[src/rtl/wfh_pkg.sv]
// ----------------------------------------------------------------------------
// wfh_pkg
// Shared types and constants of the word fold hash block.
// ----------------------------------------------------------------------------
package wfh_pkg;

    localparam logic [15:0] FOLD_SEED    = 16'h5ab6;
    localparam logic [15:0] BUCKET_RESET = 16'd8191;

    typedef enum logic [1:0] {
        ST_IDLE,
        ST_FINAL,
        ST_DIV,
        ST_DONE
    } t_state;

    // fold unit control from the sequencer
    typedef struct packed {
        logic take;
        logic clear;
    } t_fold_ctrl;

    // divider status toward the sequencer
    typedef struct packed {
        logic busy;
        logic done;
    } t_div_stat;

endpackage

[src/rtl/word_fold_hash_mod.sv]
// ----------------------------------------------------------------------------
// word_fold_hash_mod
// Folds a word into a 16-bit hash and reduces it modulo a nonzero bucket count.
// ----------------------------------------------------------------------------
// input  : i_in_valid / o_in_stall, one transaction per character;
//          i_end_of_word closes the word, with or without a char
// output : o_out_valid / i_out_stall, one bucket_index transaction per word
// config : i_cfg_valid / o_cfg_ready writes bucket_count, only while idle
// a character transaction is accepted in the idle state and back-to-back characters stream
// an end-of-word transaction passes a capture state, the serial remainder
// unit (one bit per cycle) and a done state that hands the result to the
// output reg; with bucket_count zero the division is skipped and the raw
// hash goes from capture straight to the done state
// the input is stalled from capture until the result is in the output reg
// a stalled result holds in the output register while the next word's
// characters keep flowing; a following end-of-word waits in the done state
// until that register frees up
// reset: synchronous, active low; bucket_count returns to 8191, the hash to
// its seed and both channels go empty
// ----------------------------------------------------------------------------
module word_fold_hash_mod #(
    parameter int MAX_WORD_LEN = 64
) (
    input  logic        i_clk,
    input  logic        i_rst_n,
    // input transactions
    input  logic        i_in_valid,
    output logic        o_in_stall,
    input  logic [7:0]  i_char_byte,
    input  logic        i_has_char,
    input  logic        i_end_of_word,
    // result transactions
    output logic        o_out_valid,
    input  logic        i_out_stall,
    output logic [15:0] o_bucket_index,
    // bucket_count writes
    input  logic        i_cfg_valid,
    output logic        o_cfg_ready,
    input  logic [15:0] i_cfg_data
);

    wfh_pkg::t_state     r_state, n_state;
    wfh_pkg::t_fold_ctrl fold_ctrl;
    wfh_pkg::t_div_stat  div_stat;

    logic [15:0] r_bucket;
    logic [15:0] r_hash, n_hash;
    logic [15:0] r_out_data, n_out_data;
    logic        r_out_valid, n_out_valid;

    logic        in_accept;
    logic        div_start;
    logic        out_load;
    logic [15:0] fold_hash;
    logic [15:0] div_rem;
    logic [15:0] result;

    assign in_accept = i_in_valid && !o_in_stall;

    wfh_fold #(
        .MAX_WORD_LEN (MAX_WORD_LEN)
    ) u_fold (
        .i_clk       (i_clk),
        .i_rst_n     (i_rst_n),
        .i_ctrl      (fold_ctrl),
        .i_char_byte (i_char_byte),
        .o_hash      (fold_hash)
    );

    wfh_div u_div (
        .i_clk       (i_clk),
        .i_rst_n     (i_rst_n),
        .i_start     (div_start),
        .i_dividend  (fold_hash),
        .i_divisor   (r_bucket),
        .o_stat      (div_stat),
        .o_remainder (div_rem)
    );

    // zero bucket count means no reduction
    assign result = (r_bucket == '0) ? r_hash : div_rem;

    // sequencer state register
    always_ff @(posedge i_clk) begin
        if (!i_rst_n) begin
            r_state <= wfh_pkg::ST_IDLE;
        end else begin
            r_state <= n_state;
        end
    end

    // next state and control
    always_comb begin
        n_state         = r_state;
        n_hash          = r_hash;
        fold_ctrl.take  = 1'b0;
        fold_ctrl.clear = 1'b0;
        div_start       = 1'b0;
        out_load        = 1'b0;
        o_in_stall      = 1'b1;
        unique case (r_state)
            wfh_pkg::ST_IDLE: begin
                // input never stalled here, so valid alone means accepted
                o_in_stall     = 1'b0;
                fold_ctrl.take = i_in_valid && i_has_char;
                if (i_in_valid && i_end_of_word) begin
                    n_state = wfh_pkg::ST_FINAL;
                end
            end
            wfh_pkg::ST_FINAL: begin
                // capture the finished hash and reopen the folder
                n_hash          = fold_hash;
                fold_ctrl.clear = 1'b1;
                if (r_bucket == '0) begin
                    n_state = wfh_pkg::ST_DONE;
                end else begin
                    div_start = 1'b1;
                    n_state   = wfh_pkg::ST_DIV;
                end
            end
            wfh_pkg::ST_DIV: begin
                if (div_stat.done) begin
                    n_state = wfh_pkg::ST_DONE;
                end
            end
            wfh_pkg::ST_DONE: begin
                if (!r_out_valid || !i_out_stall) begin
                    out_load = 1'b1;
                    n_state  = wfh_pkg::ST_IDLE;
                end
            end
            default: begin
                n_state = wfh_pkg::ST_IDLE;
            end
        endcase
    end

    // output register
    always_comb begin
        n_out_valid = r_out_valid && i_out_stall;
        n_out_data  = r_out_data;
        if (out_load) begin
            n_out_valid = 1'b1;
            n_out_data  = result;
        end
    end

    always_ff @(posedge i_clk) begin
        if (!i_rst_n) begin
            r_out_valid <= 1'b0;
            r_bucket    <= wfh_pkg::BUCKET_RESET;
        end else begin
            r_out_valid <= n_out_valid;
            if (i_cfg_valid && o_cfg_ready) begin
                r_bucket <= i_cfg_data;
            end
        end
        r_out_data <= n_out_data;
        r_hash     <= n_hash;
    end

    assign o_cfg_ready    = (r_state == wfh_pkg::ST_IDLE);
    assign o_out_valid    = r_out_valid;
    assign o_bucket_index = r_out_data;

    // a closing transaction must hold off the next one
    a_eow_stalls: assert property (@(posedge i_clk) disable iff (!i_rst_n)
        (in_accept && i_end_of_word) |=> o_in_stall)
        else $error("input not stalled after end of word");

    // remainder unit only finishes while the sequencer waits on it
    a_div_done_state: assert property (@(posedge i_clk) disable iff (!i_rst_n)
        div_stat.done |-> (r_state == wfh_pkg::ST_DIV))
        else $error("division finished outside division state");

    // remainder unit only iterates inside the division state
    a_div_busy_state: assert property (@(posedge i_clk) disable iff (!i_rst_n)
        div_stat.busy |-> (r_state == wfh_pkg::ST_DIV))
        else $error("division running outside division state");

    // a new result only comes out of the done state
    a_out_from_done: assert property (@(posedge i_clk) disable iff (!i_rst_n)
        $rose(o_out_valid) |-> ($past(r_state) == wfh_pkg::ST_DONE))
        else $error("result loaded outside done state");

endmodule

[src/rtl/wfh_fold.sv]
// ----------------------------------------------------------------------------
// wfh_fold
// Character pair folder: xors little-endian pairs into a 16-bit accumulator.
// ----------------------------------------------------------------------------
module wfh_fold #(
    parameter int MAX_WORD_LEN = 64
) (
    input  logic                i_clk,
    input  logic                i_rst_n,
    input  wfh_pkg::t_fold_ctrl i_ctrl,
    input  logic [7:0]          i_char_byte,
    output logic [15:0]         o_hash
);

    localparam int CW = $clog2(MAX_WORD_LEN + 1);

    logic [15:0]   r_accum, n_accum;
    logic [7:0]    r_low, n_low;
    logic          r_open, n_open;
    logic          r_shift, n_shift;
    logic [CW-1:0] r_count, n_count;

    logic [15:0] pair_val;
    logic [15:0] tail_val;

    always_comb begin
        pair_val = {i_char_byte, r_low};
        if (r_shift) begin
            pair_val = {pair_val[14:0], 1'b0};
        end
    end

    always_comb begin
        n_accum = r_accum;
        n_low   = r_low;
        n_open  = r_open;
        n_shift = r_shift;
        n_count = r_count;
        if (i_ctrl.clear) begin
            n_accum = wfh_pkg::FOLD_SEED;
            n_low   = '0;
            n_open  = 1'b0;
            n_shift = 1'b0;
            n_count = '0;
        end else if (i_ctrl.take && (r_count < CW'(MAX_WORD_LEN))) begin
            n_count = r_count + CW'(1);
            if (!r_open) begin
                n_low  = i_char_byte;
                n_open = 1'b1;
            end else begin
                n_accum = r_accum ^ pair_val;
                n_shift = !r_shift;
                n_open  = 1'b0;
            end
        end
    end

    always_ff @(posedge i_clk) begin
        if (!i_rst_n) begin
            r_accum <= wfh_pkg::FOLD_SEED;
            r_low   <= '0;
            r_open  <= 1'b0;
            r_shift <= 1'b0;
            r_count <= '0;
        end else begin
            r_accum <= n_accum;
            r_low   <= n_low;
            r_open  <= n_open;
            r_shift <= n_shift;
            r_count <= n_count;
        end
    end

    // odd tail: last char doubled, sign-filled above 0x7f
    assign tail_val = r_low[7] ? {8'hff, r_low} : {r_low, r_low};
    assign o_hash   = r_open ? (r_accum ^ tail_val) : r_accum;

endmodule

[src/rtl/wfh_div.sv]
// ----------------------------------------------------------------------------
// wfh_div
// Serial restoring remainder unit, one quotient bit per cycle.
// ----------------------------------------------------------------------------
module wfh_div (
    input  logic               i_clk,
    input  logic               i_rst_n,
    input  logic               i_start,
    input  logic [15:0]        i_dividend,
    input  logic [15:0]        i_divisor,
    output wfh_pkg::t_div_stat o_stat,
    output logic [15:0]        o_remainder
);

    logic [15:0] r_rem, n_rem;
    logic [15:0] r_dvd, n_dvd;
    logic [15:0] r_dsr, n_dsr;
    logic [3:0]  r_cnt, n_cnt;
    logic        r_busy, n_busy;
    logic        r_done, n_done;

    logic [16:0] trial;

    assign trial = {r_rem, r_dvd[15]};

    always_comb begin
        n_rem  = r_rem;
        n_dvd  = r_dvd;
        n_dsr  = r_dsr;
        n_cnt  = r_cnt;
        n_busy = r_busy;
        n_done = 1'b0;
        if (i_start) begin
            n_rem  = '0;
            n_dvd  = i_dividend;
            n_dsr  = i_divisor;
            n_cnt  = '0;
            n_busy = 1'b1;
        end else if (r_busy) begin
            // remainder < divisor, so trial < 2*divisor and fits after subtract
            if (trial >= {1'b0, r_dsr}) begin
                n_rem = 16'(trial - {1'b0, r_dsr});
            end else begin
                n_rem = trial[15:0];
            end
            n_dvd = {r_dvd[14:0], 1'b0};
            n_cnt = r_cnt + 4'd1;
            if (r_cnt == 4'd15) begin
                n_busy = 1'b0;
                n_done = 1'b1;
            end
        end
    end

    always_ff @(posedge i_clk) begin
        if (!i_rst_n) begin
            r_busy <= 1'b0;
            r_done <= 1'b0;
            r_cnt  <= '0;
        end else begin
            r_busy <= n_busy;
            r_done <= n_done;
            r_cnt  <= n_cnt;
        end
        r_rem <= n_rem;
        r_dvd <= n_dvd;
        r_dsr <= n_dsr;
    end

    assign o_stat.busy = r_busy;
    assign o_stat.done = r_done;
    assign o_remainder = r_rem;

endmodule
[config.mk]
export PLATFORM = sky130hd
export DESIGN_NAME = word_fold_hash_mod
export DESIGN_NICKNAME = d
export VERILOG_FILES = /design/src/rtl/wfh_pkg.sv /design/src/rtl/word_fold_hash_mod.sv /design/src/rtl/wfh_fold.sv /design/src/rtl/wfh_div.sv
export SDC_FILE = /design/constraint.sdc
export NUM_CORES = 1
export LEC_CHECK = 0
export BUFFER_PORTS_ARGS = -buffer_cell sky130_fd_sc_hd__buf_2
export CAP_MARGIN = 20
export CORE_MARGIN = 4
export CORE_UTILIZATION = 55
export CTS_BUF_LIST = sky130_fd_sc_hd__clkbuf_4
export DETAILED_ROUTE_END_ITERATION = 16
export PLACE_DENSITY = 0.78
export SLEW_MARGIN = 40
export SYNTH_ARGS = -nofsm -noshare
export SYNTH_HDL_FRONTEND = slang
export SYNTH_SLANG_ARGS = --single-unit
[constraint.sdc]
create_clock -name i_clk -period 3 [get_ports i_clk]
set_input_delay 0.45 -clock i_clk [delete_from_list [all_inputs] [get_ports i_clk]]
set_output_delay 0.45 -clock i_clk [all_outputs]
set_load 0.005 [all_outputs]
==> results.yml, run 1 <==
outcome:
  status: "finished clean"
place:
  port_buffers: 49
  dp_hpwl_um: 10400
  place_inst: 848
  place_area_um2: 7100
  pre_cts_ws_ns: 0.510
  place_congestion: 0.937
yosys:
  ys.flop_type: "dfxtp_1"
  synth_edf_count: 64
  ys_types: 59
  syn_inst: 678
  yosysMostFrequentCell: "nor2_1"
  yosysSeqAreaShare_pct: 50.5
  synth.largest_area_cell: "edfxtp_1"
  synth_area_leaders: "edfxtp_1 29%, dfxtp_1 22%, mux2i_1 5.1%"
  synth_fp_nets: 732
  synth.cell_area_um2: 6740
  synth_seq_cells: 138
  yosysTopAreaCellShare_pct: 28.5
  synth_common_cells: "83 x nor2_1, 74 x dfxtp_1, 64 x edfxtp_1"
  async_flop_share_pct: 0
  avgSynthCellArea_um2: 9.94
  ys.warnings.count: 0
grt:
  grt_usage_pct: 21.2
  grt_pass1_wl_um: 24000
  global_route.overflow_total: 0
  grt_antenna_before_repair: 0
  grt_max_degree: 33
  grt_pass1_vias: 4905
power_and_ir_drop:
  switchingPower_mw: 2.61
  clock_power_share_pct: 16.0
  power_frac_comb_pct: 41.1
  power_mw: 6.73
  power_frac_seq_pct: 42.9
  p_int_mw: 4.12
  p_leak_nw: 2.85
  sw_frac_of_total_pct: 38.8
  p_per_area_nw_per_um2: 917
  vdd_drop_max_mv: 0.496
routing:
  ant_nets: 0
  drc: 0
  first_pass_iters: 5
  postRouteWirelength_um: 14300
  vias_per_cell: 5.72
  wire_per_inst_um: 16.3
  drtIter0Drc: 379
  vias: 5036
floorplan:
  die-width_um: 119
  top_level_ports: 50
  row_count: 40
  initial_core_util_pct: 56.1
  core_um2: 12000
  die_h_um: 119
  die_area_um2: 14100
critical_path:
  cp-end-kind: "flip-flop"
  endpoint: "u_div.o_remainder[12]"
  cp-start-kind: "flip-flop"
  crit_arrival_ns: 2.94
  r2r_cells: 10
  crit_start: "u_div.r_dvd[15]"
  rrSetupSlack_ns: 0.51
  timing.rr.start: "u_div.r_dvd[15]"
  rr_endpoint: "u_div.o_remainder[12]"
  crit_type: "reg -> reg"
  required_ns: 3.45
  cp_max_fo: 3
finish:
  fin_cells: 880
  finalCoreUtilization_pct: 61.1
  fin_area_um2: 7340
  insertedDiodeCount: 0
  nets: 774
  drive_gt1_share_pct: 15.6
  synthToLayoutAreaGrowth_pct: 8.99
  fill_cells: 1020
clock_network:
  root_buffer: "clkbuf_4"
  cts_setup_buffers: 0
  htree_levels: 4
  cts.sinks: 138
  cts_resized: 0
  hold_buffers: 0
  cts_inserted_buffers: 17
  cts.reportedPaths.clkPinSlew_ns: 0.12
  cts_tree: "built"
  clock_latency_ns: 0.55
  clock_path_buffers: 2
timing:
  fin_tns_setup_ns: 0
  rsz0062_at_grt: "false"
  setup_ws_ns: 0.507
  min_period_ns: 2.49
  finalMaxSlewViolations: 0
  fin_hold_ws_ns: 0.102
  setup_violations: 0
  fin_crit_sh_pct: 83.1
  maxSlewHeadroom_pct: 51.6
  tightest_slew_ns: 0.725
  hold_viol: 0
  fmax_ghz: 0.401
  skew_ns: 0.0162
flow_run:
  max_cap_viol_count: 0
min_path:
  hold_class: "in -> reg"
## per-layer routing
layer / global-route usage, % / part of all wire, % / vias up
li1: - / - / 2493
met5: 0 / 0 / -
met4: 8.11 / 2.3 / 0
met1: 26.9 / 44 / 2386
met2: 35.0 / 49 / 127
met3: 4.98 / 4.5 / 30
## critical path, cell delays in order, from the launching register on
cell and delay [ns]:
edfxtp_1 0.37, inv_1 0.08, ha_1 0.17, inv_1 0.06
fa_1 0.41, a211oi_1 0.31, o21ai_0 0.25, a2111o_1 0.44
a21o_1 0.16, nand3_1 0.07, a31oi_1 0.07
## power groups by stage
stage	logic (mW)	clock network (mW)	registers [mW]
global route	3.12	1.19	2.94
floorplan	2.14	0	2.79
detailed placement	2.75	0	2.93
global placement	2.65	0	2.91
finish	2.77	1.08	2.89
CTS	2.76	1.10	2.89
## logic make-up after synthesis
family	after synthesis	share of synthesized area, %
adders and majority gates	23	4.38
DFF	138	50.5
AOI/OAI and AO/OA	118	11.0
and+or+nand+nor	247	17.2
muxes	52	8.61
xor gates and xnor gates	33	4.29
buffers and inverters	67	4.10
## registers in the layout, summed over array words and instances (netlist names), 4 cells and up
signal             count
u_div.o_remainder     16
u_fold.r_count         7
o_bucket_index        16
u_fold.r_accum        16
u_div.r_dsr           16
r_bucket              16
u_div.r_cnt            4
u_fold.r_low           8
u_div.r_dvd           16
r_hash                16
## worst min path at each step
| stage | to | from | slack, ns | depth (start not counted) |
|---|---|---|---|---|
| 3_5_place_dp | u_div.r_dsr[4] | r_bucket[4] | 0.45 | 0 |
| 6_report | r_bucket[9] | i_cfg_data[9] | 0.10 | 3 |
| 4_1_cts | r_bucket[3] | i_cfg_data[3] | 0.07 | 3 |
| 5_1_grt | r_bucket[5] | i_cfg_data[5] | 0.08 | 3 |
| 2_1_floorplan | u_div.r_dsr[14] | r_bucket[14] | 0.42 | 0 |
| 3_3_place_gp | u_div.r_dsr[7] | r_bucket[7] | 0.44 | 0 |
## placed cells by master (no fill, tap or decap), types with 4 or more instances in the layout
| cell | n |
|---|---|
| and3_1 | 4 |
| mux2_4 | 10 |
| xnor2_1 | 25 |
| and2_1 | 4 |
| clkinv_2 | 5 |
| a2bb2oi_1 | 4 |
| nand4_1 | 7 |
| nand3_1 | 40 |
| or3_1 | 17 |
| ha_1 | 22 |
| or4_1 | 4 |
| inv_1 | 29 |
| clkbuf_4 | 21 |
| nand2b_1 | 5 |
| buf_4 | 12 |
| o21ai_0 | 43 |
| a211oi_1 | 5 |
| dfxtp_1 | 73 |
| xor2_1 | 8 |
| a21o_1 | 7 |
| a21oi_1 | 24 |
| nor2b_1 | 6 |
| mux2i_1 | 34 |
| nand2_1 | 60 |
| buf_2 | 49 |
| edfxtp_1 | 64 |
| a31oi_1 | 10 |
| nor3_1 | 5 |
| mux2_2 | 7 |
| nor2_1 | 83 |
## area by class of cell
class	count	area [um^2]	share of cell area (%)
Clock buffer	21	158	2.15
Clock inverter	11	81.3	1.11
Inverter	29	109	1.48
Multi-Input combinational cell	473	3070	41.8
Sequential cell	138	3400	46.4
Tap cell	147	184	2.50
Timing Repair Buffer	61	335	4.57
Note: power is estimated with default switching activity, not from simulation.
==> inputs of run 2 (changes only) <==
- clock period: 3 -> 2.5 ns (I/O delays scaled with it)
==> run 2 against run 1 <==
  * Final cell count grew 1.7%
  * Die area is the same
  * Via count grew 1.3%
  * Clock-buffer cell count shrank 4
  * Register-to-register slack lost 0.37 ns
  * Critical path type unchanged
  * Largest cell class unchanged
  * Largest power group is now combinational logic
==> results.yml, run 2 (synthesized netlist as in run 1, its figures left out) <==
place:
  place_inst: 860
  dp_hpwl_um: 10600
  port_buffers: 49
  place_congestion: 0.929
power_and_ir_drop:
  switchingPower_mw: 3.20
  clock_power_share_pct: 19.1
  power_mw: 8.64
  p_int_mw: 5.44
  power_frac_seq_pct: 39.9
  vdd_drop_max_mv: 0.648
  p_per_area_nw_per_um2: 1140
  power_frac_comb_pct: 41.0
  p_leak_nw: 2.96
  sw_frac_of_total_pct: 37.1
timing:
  fin_crit_sh_pct: 94.3
  skew_ns: 0.0195
  fin_tns_setup_ns: 0
  setup_violations: 0
  tightest_slew_ns: 0.734
  maxSlewHeadroom_pct: 51.0
  fin_hold_ws_ns: 0.0500
  rsz0062_at_grt: "false"
  fmax_ghz: 0.424
  finalMaxSlewViolations: 0
  min_period_ns: 2.36
  hold_viol: 0
routing:
  vias_per_cell: 5.70
  first_pass_iters: 5
  ant_nets: 0
  postRouteWirelength_um: 14300
  drtIter0Drc: 342
  drc: 0
  wire_per_inst_um: 16.0
  vias: 5100
finish:
  insertedDiodeCount: 0
  layout_commonest_cell: "nor2_1"
  final_cell_mix: "83 x nor2_1, 74 x dfxtp_1, 64 x edfxtp_1"
  nets: 789
  drive_gt1_share_pct: 17.4
  fin_cells: 895
  synthToLayoutAreaGrowth_pct: 12.6
critical_path:
  timing.rr.start: "u_div.o_remainder[7]"
  crit_arrival_ns: 2.82
  required_ns: 2.96
  crit_type: "reg -> reg"
  cp-end-kind: "flip-flop"
  cp_max_fo: 5
  cp-start-kind: "flip-flop"
  crit_start: "u_div.o_remainder[7]"
outcome:
  status: "finished clean"
floorplan:
  die-width_um: 119
  top_level_ports: 50
  row_count: 40
  die_h_um: 119
  initial_core_util_pct: 56.1
  die_area_um2: 14100
  core_um2: 12000
grt:
  grt_pass1_wl_um: 24000
  global_route.overflow_total: 0
  grt_usage_pct: 21.1
  grt_pass1_vias: 4949
  grt_antenna_before_repair: 0
  grt_max_degree: 38
clock_network:
  cts_setup_buffers: 0
  cts_inserted_buffers: 17
  cts_tree: "built"
  clock_path_buffers: 2
  htree_levels: 4
  cts.sinks: 138
  root_buffer: "clkbuf_4"
  cts.reportedPaths.clkPinSlew_ns: 0.12
  clock_latency_ns: 0.53
flow_run:
  max_cap_viol_count: 0
min_path:
  hold_class: "in -> reg"
  worstHoldStart: "i_cfg_data[5]"
## run 2: critical path, cell delays in order, from the launching register on
cell and delay [ns]:
dfxtp_1 0.47, ha_1 0.31, a21oi_1 0.21, o21ai_1 0.18
and2_1 0.23, or3_1 0.40, or2_2 0.33, a31oi_1 0.16
## run 2: timing repair
action | 4_1_cts | 5_1_grt
hold endpoints to repair | 3 | 0
endpoints found under the setup margin | 0 | 13
gates resized for setup | 0 | 10
hold buffers | 3 | 0
## run 2: routing by layer
metal	vias up	part of all wire (%)	global-route usage, %
li1	2518	-	-
met1	2405	45	27.5
met2	152	48	34.8
met3	25	5.1	4.74
met4	0	2.0	7.39
met5	-	0	0
## run 2: worst paths after layout
path | endpoint | slack, ns | cells past startpoint
min reg2reg | u_div.r_dsr[8] | 0.48 | 0
min | r_bucket[5] | 0.05 | 3
max | u_div.o_remainder[3] | 0.14 | 7
max reg2reg | u_div.o_remainder[3] | 0.14 | 7
## run 2: power by group through the flow
stage / logic (mW) / registers (mW) / clock network (mW)
global route: 3.94 / 3.50 / 1.81
global placement: 3.34 / 3.47 / 0
floorplan: 2.57 / 3.34 / 0
finish: 3.54 / 3.44 / 1.65
detailed placement: 3.44 / 3.50 / 0
CTS: 3.48 / 3.44 / 1.69
## run 2: layout make-up
cell class                      instances  area, um^2
Fill cell                             998        4430
Sequential cell                       138        3400
Inverter                               29         109
Clock buffer                           17         128
Clock inverter                         15         204
Multi-Input combinational cell        473        3100
Timing Repair Buffer                   76         459
Tap cell                              147         184
## run 2: stage by stage
step | setup WS (ns) | utilization, % | cell area [um^2]
after floorplan | 0.142 | - | 6740
after global placement | 0.0863 | 59.9 | 7190
after CTS | 0.0182 | 62.9 | 7550
final | 0.142 | 63.2 | 7590
after detailed placement | 0.0573 | 59.9 | 7190
after global routing | 0.00750 | 63.2 | 7590
==> inputs of run 3 (changes only) <==
- SETUP_SLACK_MARGIN: unset -> 0.5
==> run 3 against run 2 <==
  * Setup slack improved by 0.024 ns
  * Via count is 14% higher
  * Die area unchanged
  * Total power up 29%
  * Clock skew increased by 0.014 ns
  * Design area up 17%
  * Sequential power is 6.4% higher
  * Global-route usage increased by 4.7 points
  * Combinational power is 74% higher
  * Hold slack about the same
  * Critical path depth up 3
  * Critical path type unchanged
  * Largest power group unchanged
  * Highest routed layer unchanged
==> results.yml, run 3 (synthesized netlist as in run 1, its figures left out) <==
outcome:
  status: "finished clean"
routing:
  first_pass_iters: 9
  vias: 5802
  dr_wl_met2_um: 9620
  wl_met3_um: 1360
  vias_per_cell: 6.08
  postRouteWirelength_um: 19600
  ant_nets: 0
  dr.max_layer_used: "met4"
  drtIter0Drc: 636
  wire_per_inst_um: 20.5
  routedLengthMet1_um: 7610
  drc: 0
clock_network:
  htree_levels: 4
  cts_tree: "built"
  root_buffer: "clkbuf_4"
  cts.sinks: 138
  clock_path_buffers: 2
  cts_inserted_buffers: 17
  cts.reportedPaths.clkPinSlew_ns: 0.15
  clock_latency_ns: 0.58
floorplan:
  die-width_um: 119
  initial_core_util_pct: 56.1
  die_h_um: 119
  die_area_um2: 14100
  core_um2: 12000
  row_count: 40
  top_level_ports: 50
critical_path:
  critPathSlowestCell: "edfxtp_1"
  cp-start-kind: "flip-flop"
  cp_max_fo: 3
  cp_slowest_stage_delay_ns: 0.42
  critPathBufInv: 2
  cp-end-kind: "flip-flop"
  crit_arrival_ns: 2.82
  critPathTopFamily: "compound AO/OA/AOI/OAI gates"
  required_ns: 2.98
  crit_chain: "inv_2 > ha_4 > inv_2 > fa_2 > a211oi_4 > o21ai_2 > a2111o_1 > nand3_1 > nand3_1 > a31oi_1"
  crit_type: "reg -> reg"
grt:
  grt_antenna_before_repair: 0
  grt_pass1_wl_um: 28600
  global_route.overflow_total: 0
  grt_max_degree: 33
  grt_pass1_vias: 5560
  grt_usage_pct: 25.8
finish:
  fin_cells: 954
  fin_area_um2: 8860
  seqCellArea_um2: 3430
  finalCoreUtilization_pct: 73.7
  fill_cells: 724
  final_cell_mix: "64 x edfxtp_1, 60 x nand2_1, 56 x dfxtp_1"
  nets: 848
  layout_commonest_cell: "edfxtp_1"
  drive_gt1_share_pct: 35.9
  insertedDiodeCount: 0
  multi_input_area_um2: 3660
  synthToLayoutAreaGrowth_pct: 31.4
min_path:
  hold_class: "in -> reg"
place:
  place_congestion: 0.982
  dp_hpwl_um: 10500
  place_area_um2: 7250
  place_inst: 850
  port_buffers: 49
power_and_ir_drop:
  p_leak_nw: 3.37
  p_per_area_nw_per_um2: 1250
  vdd_drop_max_mv: 0.554
timing:
  finalMaxSlewViolations: 0
  tightest_slew_ns: 0.689
  min_period_ns: 2.33
  rsz0062_at_grt: "true"
  fin_hold_ws_ns: 0.0503
  maxSlewHeadroom_pct: 54.0
  setup_violations: 0
  hold_viol: 0
  fmax_ghz: 0.428
  fin_tns_setup_ns: 0
  skew_ns: 0.0336
  fin_crit_sh_pct: 93.4
flow_run:
  max_cap_viol_count: 0
-- run 3: repair_timing --
action / 4_1_cts / 5_1_grt
gates resized for setup: 126 / 47
hold endpoints to repair: 7 / 0
hold buffers: 7 / 0
pin swaps: 59 / 25
buffers inserted: 40 / 11
cloned: 10 / 4
setup endpoints to repair: 104 / 113
-- run 3: final timing paths --
check / startpoint / end / slack [ns] / depth (start not counted)
setup reg to reg: u_div.r_dvd[15] / u_div.o_remainder[12] / 0.17 / 10
setup / recovery: u_div.r_dvd[15] / u_div.o_remainder[12] / 0.17 / 10
hold reg to reg: r_bucket[10] / u_div.r_dsr[10] / 0.46 / 0
hold / removal: i_cfg_data[5] / r_bucket[5] / 0.05 / 3
-- run 3: per-layer routing --
metal,vias up,global-route usage [%]
met4,0,13.8
met3,76,5.89
met5,-,0
met2,294,42.9
met1,2782,31.1
li1,2650,-
-- run 3: worst min-delay path: stages --
cell and delay (ns):
buf_2 0.09, nand2_1 0.05, nand3_1 0.08
-- run 3: area by class of cell --
| class | instances | share of cell area (%) |
|---|---|---|
| clock buffer | 17 | 1.44 |
| clock inverter | 15 | 1.23 |
| inverter | 29 | 1.29 |
| multi-input combinational | 475 | 41.3 |
| sequential | 138 | 38.7 |
| tap | 147 | 2.08 |
| timing repair buffer | 132 | 13.9 |
| timing repair inverter | 1 | 0.0706 |
-- run 3: through the flow --
step | setup slack (ns) | total power [mW]
2_1_floorplan | 0.302 | 6.19
3_3_place_gp | 0.239 | 6.97
3_5_place_dp | 0.122 | 7.10
4_1_cts | 0.238 | 10.2
5_1_grt | 0.0524 | 11.6
6_report | 0.166 | 11.1
-- run 3: power by group --
group          switching (mW)  total, mW  internal, mW
Sequential              0.546       3.66          3.12
Combinational            3.05       6.15          3.10
Clock                   0.821       1.29         0.472
